[config.mk]
export PLATFORM = sky130hd
export DESIGN_NAME = slide_copy_relay_sequencer
export DESIGN_NICKNAME = d
export VERILOG_FILES = /design/src/hdl/scrs_pkg.sv /design/src/hdl/slide_copy_relay_sequencer.sv
export SDC_FILE = /design/constraint.sdc
export NUM_CORES = 1
export LEC_CHECK = 0
export BUFFER_PORTS_ARGS = -buffer_cell sky130_fd_sc_hd__buf_2
export CORE_MARGIN = 2
export CORE_UTILIZATION = 50
export CTS_BUF_LIST = sky130_fd_sc_hd__clkbuf_8 sky130_fd_sc_hd__clkbuf_16
export CTS_CLUSTER_SIZE = 10
export DETAILED_ROUTE_END_ITERATION = 16
export PLACE_DENSITY = 0.67
export SKIP_CTS_REPAIR_TIMING = 1
export SLEW_MARGIN = 5
export SYNTH_ARGS = -nofsm -noshare
export SYNTH_HDL_FRONTEND = slang
export SYNTH_SLANG_ARGS = --single-unit
[constraint.sdc]
create_clock -name i_clk -period 7.9 [get_ports i_clk]
set_input_delay 1.58 -clock i_clk [delete_from_list [all_inputs] [get_ports i_clk]]
set_output_delay 1.58 -clock i_clk [all_outputs]
set_load 0.01 [all_outputs]
[src/hdl/scrs_pkg.sv]
// ----------------------------------------------------------------------------
// scrs_pkg
// Shared constants for the slide copy relay sequencer: reset values,
// display codes and configuration register indexes.
// ----------------------------------------------------------------------------
package scrs_pkg;

    localparam int unsigned TICK_W  = 16;
    localparam int unsigned COUNT_W = 8;
    localparam int unsigned CFG_IDX_W = 3;

    localparam logic [TICK_W-1:0]  RST_PHASE_ZERO  = 16'd255;
    localparam logic [TICK_W-1:0]  RST_PHASE_ONE   = 16'd2048;
    localparam logic [TICK_W-1:0]  RST_PHASE_TWO   = 16'd255;
    localparam logic [TICK_W-1:0]  RST_PHASE_THREE = 16'd512;
    localparam logic [COUNT_W-1:0] RST_PRESET_SMALL  = 8'd36;
    localparam logic [COUNT_W-1:0] RST_PRESET_MEDIUM = 8'd80;
    localparam logic [COUNT_W-1:0] RST_PRESET_LARGE  = 8'd144;
    localparam logic [TICK_W-1:0]  RST_COUNTDOWN = 16'd255;
    localparam logic [COUNT_W-1:0] RST_SLIDES    = 8'd80;

    typedef logic [3:0] t_digit_code;
    localparam t_digit_code CODE_BLANK = 4'd10;
    localparam t_digit_code CODE_PLAY  = 4'd11;
    localparam t_digit_code CODE_PAUSE = 4'd12;

    typedef logic [1:0] t_phase;
    localparam t_phase PHASE_ADVANCE = 2'd0;
    localparam t_phase PHASE_SHUTTER = 2'd2;
    localparam t_phase PHASE_LAST    = 2'd3;

    typedef logic [1:0] t_digit_pos;
    localparam t_digit_pos POS_MARK     = 2'd0;
    localparam t_digit_pos POS_HUNDREDS = 2'd1;
    localparam t_digit_pos POS_TENS     = 2'd2;
    localparam t_digit_pos POS_UNITS    = 2'd3;

    typedef logic [CFG_IDX_W-1:0] t_cfg_idx;
    localparam t_cfg_idx REG_PHASE_ZERO    = 3'd0;
    localparam t_cfg_idx REG_PHASE_ONE     = 3'd1;
    localparam t_cfg_idx REG_PHASE_TWO     = 3'd2;
    localparam t_cfg_idx REG_PHASE_THREE   = 3'd3;
    localparam t_cfg_idx REG_PRESET_SMALL  = 3'd4;
    localparam t_cfg_idx REG_PRESET_MEDIUM = 3'd5;
    localparam t_cfg_idx REG_PRESET_LARGE  = 3'd6;

endpackage

[src/hdl/slide_copy_relay_sequencer.sv]
// ----------------------------------------------------------------------------
// slide_copy_relay_sequencer
// Timed advance/shutter relay cycle per slide with a slide countdown, play
// and count buttons, and a four-position multiplexed display digit per tick.
// ----------------------------------------------------------------------------
// One request is one millisecond tick carrying the two button press flags;
// each request gives exactly one result, held in an output register. A new
// request is taken every cycle unless that output register is full and
// stalled, so without output stalls the rate is one request per clock. The
// state update and the decimal split of the count are combinational logic.
// Configuration writes take effect at the next clock edge.
module slide_copy_relay_sequencer
    import scrs_pkg::*;
(
    input  logic                 i_clk,
    input  logic                 i_rst_n,
    input  logic                 i_cfg_we,
    input  logic [CFG_IDX_W-1:0] i_cfg_index,
    input  logic [TICK_W-1:0]    i_cfg_data,
    input  logic                 i_in_valid,
    output logic                 o_in_stall,
    input  logic                 i_play_press,
    input  logic                 i_count_press,
    output logic                 o_out_valid,
    input  logic                 i_out_stall,
    output logic                 o_advance_relay,
    output logic                 o_shutter_relay,
    output logic [1:0]           o_digit_position,
    output logic [3:0]           o_digit_code,
    output logic                 o_playing,
    output logic [COUNT_W-1:0]   o_slides_remaining
);

    logic [TICK_W-1:0]  r_phase_ticks [4];
    logic [COUNT_W-1:0] r_preset_small, r_preset_medium, r_preset_large;

    logic               r_play_mode, n_play_mode;
    t_phase             r_phase, n_phase;
    logic [TICK_W-1:0]  r_countdown, n_countdown;
    logic [COUNT_W-1:0] r_slides, n_slides;
    t_digit_pos         r_disp_idx;

    logic               r_out_valid;
    logic               r_adv, n_adv, r_shut, n_shut;
    t_digit_pos         r_pos;
    t_digit_code        r_code, n_code;
    logic               r_out_play;
    logic [COUNT_W-1:0] r_out_slides;

    logic               accept;
    logic [1:0]         hundreds;
    logic [6:0]         rem100;
    logic [3:0]         tens, units;
    logic [17:0]        tens_prod;
    logic [TICK_W-1:0]  cd_dec;
    logic [COUNT_W-1:0] slides_dec;

    assign o_in_stall = r_out_valid & i_out_stall;
    assign accept     = i_in_valid & ~o_in_stall;

    // decimal split of the count at the start of the tick
    always_comb begin
        if (r_slides >= 8'd200) begin
            hundreds = 2'd2;
            rem100   = 7'(r_slides - 8'd200);
        end else if (r_slides >= 8'd100) begin
            hundreds = 2'd1;
            rem100   = 7'(r_slides - 8'd100);
        end else begin
            hundreds = 2'd0;
            rem100   = r_slides[6:0];
        end
        tens_prod = 18'(rem100) * 18'd205;
        tens      = tens_prod[14:11];
        units     = 4'(7'(rem100 - 7'(tens) * 7'd10));
    end

    always_comb begin
        case (r_disp_idx)
            POS_MARK:     n_code = r_play_mode ? CODE_PLAY : CODE_PAUSE;
            POS_HUNDREDS: n_code = (hundreds == 2'd0) ? CODE_BLANK : t_digit_code'(hundreds);
            POS_TENS:     n_code = (hundreds == 2'd0 && tens == 4'd0) ? CODE_BLANK : tens;
            default:      n_code = units;
        endcase
    end

    always_comb begin
        n_play_mode = r_play_mode;
        n_phase     = r_phase;
        n_countdown = r_countdown;
        n_slides    = r_slides;
        n_adv       = 1'b0;
        n_shut      = 1'b0;
        cd_dec      = (r_countdown != '0) ? r_countdown - 1'b1 : r_countdown;
        slides_dec  = r_slides - 1'b1;

        if (r_play_mode) begin
            n_countdown = cd_dec;
            n_adv       = (r_phase == PHASE_ADVANCE);
            n_shut      = (r_phase == PHASE_SHUTTER);
            if (cd_dec == '0) begin
                if (r_phase != PHASE_LAST) begin
                    n_phase     = r_phase + 1'b1;
                    n_countdown = r_phase_ticks[r_phase + 1'b1];
                end else begin
                    n_phase     = PHASE_ADVANCE;
                    n_countdown = r_phase_ticks[PHASE_ADVANCE];
                    n_slides    = slides_dec;
                    if (slides_dec == '0) begin
                        n_play_mode = 1'b0;
                    end
                end
            end
        end

        if (i_play_press) begin
            n_play_mode = ~n_play_mode;
        end
        if (i_count_press) begin
            n_play_mode = 1'b0;
            if (n_slides < r_preset_small) begin
                n_slides = r_preset_small;
            end else if (n_slides < r_preset_medium) begin
                n_slides = r_preset_medium;
            end else if (n_slides < r_preset_large) begin
                n_slides = r_preset_large;
            end else begin
                n_slides = r_preset_small;
            end
        end
    end

    // configuration registers
    always_ff @(posedge i_clk) begin
        if (!i_rst_n) begin
            r_phase_ticks[0] <= RST_PHASE_ZERO;
            r_phase_ticks[1] <= RST_PHASE_ONE;
            r_phase_ticks[2] <= RST_PHASE_TWO;
            r_phase_ticks[3] <= RST_PHASE_THREE;
            r_preset_small   <= RST_PRESET_SMALL;
            r_preset_medium  <= RST_PRESET_MEDIUM;
            r_preset_large   <= RST_PRESET_LARGE;
        end else if (i_cfg_we) begin
            unique case (i_cfg_index)
                REG_PHASE_ZERO:    r_phase_ticks[0] <= i_cfg_data;
                REG_PHASE_ONE:     r_phase_ticks[1] <= i_cfg_data;
                REG_PHASE_TWO:     r_phase_ticks[2] <= i_cfg_data;
                REG_PHASE_THREE:   r_phase_ticks[3] <= i_cfg_data;
                REG_PRESET_SMALL:  r_preset_small   <= i_cfg_data[COUNT_W-1:0];
                REG_PRESET_MEDIUM: r_preset_medium  <= i_cfg_data[COUNT_W-1:0];
                REG_PRESET_LARGE:  r_preset_large   <= i_cfg_data[COUNT_W-1:0];
                default: ;
            endcase
        end
    end

    // sequencer state
    always_ff @(posedge i_clk) begin
        if (!i_rst_n) begin
            r_play_mode <= 1'b0;
            r_phase     <= PHASE_ADVANCE;
            r_countdown <= RST_COUNTDOWN;
            r_slides    <= RST_SLIDES;
            r_disp_idx  <= POS_MARK;
        end else if (accept) begin
            r_play_mode <= n_play_mode;
            r_phase     <= n_phase;
            r_countdown <= n_countdown;
            r_slides    <= n_slides;
            r_disp_idx  <= r_disp_idx + 1'b1;
        end
    end

    // result register
    always_ff @(posedge i_clk) begin
        if (!i_rst_n) begin
            r_out_valid <= 1'b0;
        end else if (accept) begin
            r_out_valid <= 1'b1;
        end else if (!i_out_stall) begin
            r_out_valid <= 1'b0;
        end
    end

    always_ff @(posedge i_clk) begin
        if (accept) begin
            r_adv        <= n_adv;
            r_shut       <= n_shut;
            r_pos        <= r_disp_idx;
            r_code       <= n_code;
            r_out_play   <= n_play_mode;
            r_out_slides <= n_slides;
        end
    end

    assign o_out_valid        = r_out_valid;
    assign o_advance_relay    = r_adv;
    assign o_shutter_relay    = r_shut;
    assign o_digit_position   = r_pos;
    assign o_digit_code       = r_code;
    assign o_playing          = r_out_play;
    assign o_slides_remaining = r_out_slides;

endmodule

==> qor.yml <==
placed_design:
  port_buffers: 44
  gp_congestion: 0.8603
  dp_hpwl_um: 15260
  dp_cells: 1156
floorplan:
  dieArea_um2: 18530
  num_rows: 48
  core_area_um2: 17180
  die_y_um: 136.1
  io_pins: 45
  start_util_pct: 50.82
  chipWidth_um: 136.1
yosys:
  avgSynthCellArea_um2: 9.426
  postSynthCellCount: 926
  synth_edf_count: 81
  async_reset_ff_share_pct: 0
  synth_cell_type_count: 79
  yosys-top-cells-area: "edfxtp_1 28%, dfxtp_1 12%, ha_1 10%"
  syn_nets: 1033
  synth-main-ff-cell: "edfxtp_1"
  seq_area_frac_synth_pct: 40.25
  syn_area_um2: 8728
  synth.top_cell.area_share_pct: 27.87
  synth_area_leader_cell: "edfxtp_1"
  yosysWarningCount: 0
  synth_seq_cells: 135
  synth_most_common_cell: "nand2_1"
  synth_common_cells: "101 x nand2_1, 81 x edfxtp_1, 72 x ha_1"
timing:
  max_freq_ghz: 0.1412
  rsz0062_at_grt: "no"
  hold_violations: 0
  fin_skew_ns: 0.006748
  setup_viol_count_final: 0
  max-slew-margin-rel_pct: 20.68
  finalCritPeriodShare_pct: 89.64
  final-max-slew-violation-count: 0
  period_needed_ns: 7.082
  worstMarginPinSlew_ns: 1.185
  finalSetupTns_ns: 0
drt:
  routedWlPerCell_um: 17.76
  routed_wl_um: 21100
  vias: 6846
  drc_errors: 0
  avgViaCountPerCell: 5.763
  drtAntennaViolNets: 0
  drt_iter0_drc: 516
  drt_pass1_iterations: 5
power_and_ir_drop:
  power_leakage_uw: 0.003769
  comb_power_share_pct: 32.4
  intPower_uw: 1589
  seqPwrFrac_pct: 34.2
  p_sw_share_pct: 33.53
  p_per_area_nw_per_um2: 246.6
  p_clk_share_pct: 33.4
  p_sw_uw: 801.7
  peakVddDrop_mv: 0.1610
status:
  outcome: "complete, no violations"
clock_network:
  numCtsBuffers: 17
  cts_tree: "built"
  h-tree-depth: 4
  insertion_delay_ns: 0.43
  cts_sinks: 135
  cts.path.max_buffers: 2
  root_buffer: "clkbuf_16"
  path_clk_slew_ns: 0.06
job:
  maxCapViolations: 0
setup_path:
  arrival_ns: 7.25
  path_max_fanout: 9
  slowest_stage: "dfxtp_1"
  crit_path_start_kind: "register"
  cp_common_cell: "ha_1"
  cp_slowest_stage_delay_ns: 0.54
  required_ns: 8.07
  path_class: "reg -> reg"
  end_kind: "register"
finish:
  nNetsFinal: 1057
  syn2layout_area_growth_pct: 11.08
  final_cell_count_no_fill: 1188
  drive_gt1_share_pct: 13.60
  diodes: 0
grt:
  antenna_found_initial: 0
  grt_pass1_wl_um: 34640
  grt_usage_pct: 24.04
  first_global_vias: 6542
  grt_max_degree: 38
  grt_overflow: 0
min_path:
  min_path_type: "reg -> reg"
## worst max-delay path, delay by kind of cell, from the launching register on
family	cells	cell delay (ns)
adder cells (fa/ha/maj)	8	2.78
AO/OA/AOI/OAI	6	1.28
XOR/XNOR	5	0.99
flip-flops	1	0.54
AND/OR/NAND/NOR	4	0.51
buffers and inverters	4	0.42
multiplexers	1	0.30
## flip-flops by register name, indices dropped and copies added, names as in the netlist, 2 cells and up
register	count
r_phase_ticks	64
r_countdown	16
o_slides_remaining	8
r_preset_large	8
r_preset_medium	8
r_preset_small	8
r_slides	8
o_digit_code	4
o_digit_position	2
r_disp_idx	2
r_phase	2
## logic make-up after synthesis
| kind of cell | count (synthesis) | synth area share (%) |
|---|---|---|
| simple gates | 319 | 18.95 |
| flops | 135 | 40.25 |
| mux | 19 | 2.394 |
| compound gates | 236 | 18.61 |
| fa+ha+maj | 81 | 12.39 |
| xor+xnor | 22 | 2.208 |
| buf+inv | 114 | 5.203 |
## final timing paths
kind	from	to	slack [ns]	cells after the start
worst max-delay path	r_slides[0]	o_digit_code[3]	0.82	28
worst min-delay path	r_preset_large[3]	r_preset_large[3]	0.46	2
worst max register to register	r_slides[0]	o_digit_code[3]	0.82	28
worst min register to register	r_preset_large[3]	r_preset_large[3]	0.46	2
## through the flow
| stage | hold slack, ns | instance area, µm² | total power, µW | worst slack (ns) | util, % |
|---|---|---|---|---|---|
| 2_1_floorplan | 0.4363 | 8728 | 1407 | 1.464 | - |
| 3_3_place_gp | 0.4428 | 9104 | 1588 | 1.046 | 53.00 |
| 3_5_place_dp | 0.4531 | 9104 | 1602 | 0.8360 | 53.00 |
| 4_1_cts | 0.4614 | 9696 | 2397 | 0.8415 | 56.45 |
| 5_1_grt | 0.4980 | 9696 | 2534 | 0.2859 | 56.45 |
| 6_report | 0.4605 | 9696 | 2391 | 0.8184 | 56.45 |
## layout by cell type, fill, tap and decap left out, types with 19 or more instances in the layout
master,instances
nor2_1,50
a22oi_1,33
nand3_1,19
edfxtp_1,81
ha_1,72
dfxtp_1,54
nand2_1,101
o21ai_0,43
a21oi_1,64
buf_2,44
xnor2_1,19
and2_1,56
inv_1,68
## routing by layer
layer  GRT usage [%]  wire [µm]
met4           6.655        276
met1           35.17      10170
met5               0          0
met3           3.654        964
met2           37.07       9693
## area by class of cell
type	instances	area, µm²
timing repair buffer	51	272.8
multi-input combinational	677	4781
sequential	135	3513
clock buffer	17	425.4
fill	1575	7481
inverter	68	255.2
clock inverter	15	166.4
tap	225	281.5
## power by group through the flow
| stage | clock network, µW | registers (µW) | logic, µW |
|---|---|---|---|
| 2_1_floorplan | 0 | 828 | 579 |
| 3_3_place_gp | 0 | 831 | 757 |
| 3_5_place_dp | 0 | 833 | 769 |
| 4_1_cts | 807 | 818 | 772 |
| 5_1_grt | 836 | 823 | 874 |
| 6_report | 798 | 818 | 775 |
No activity file was read; power rests on OpenSTA's default activity.
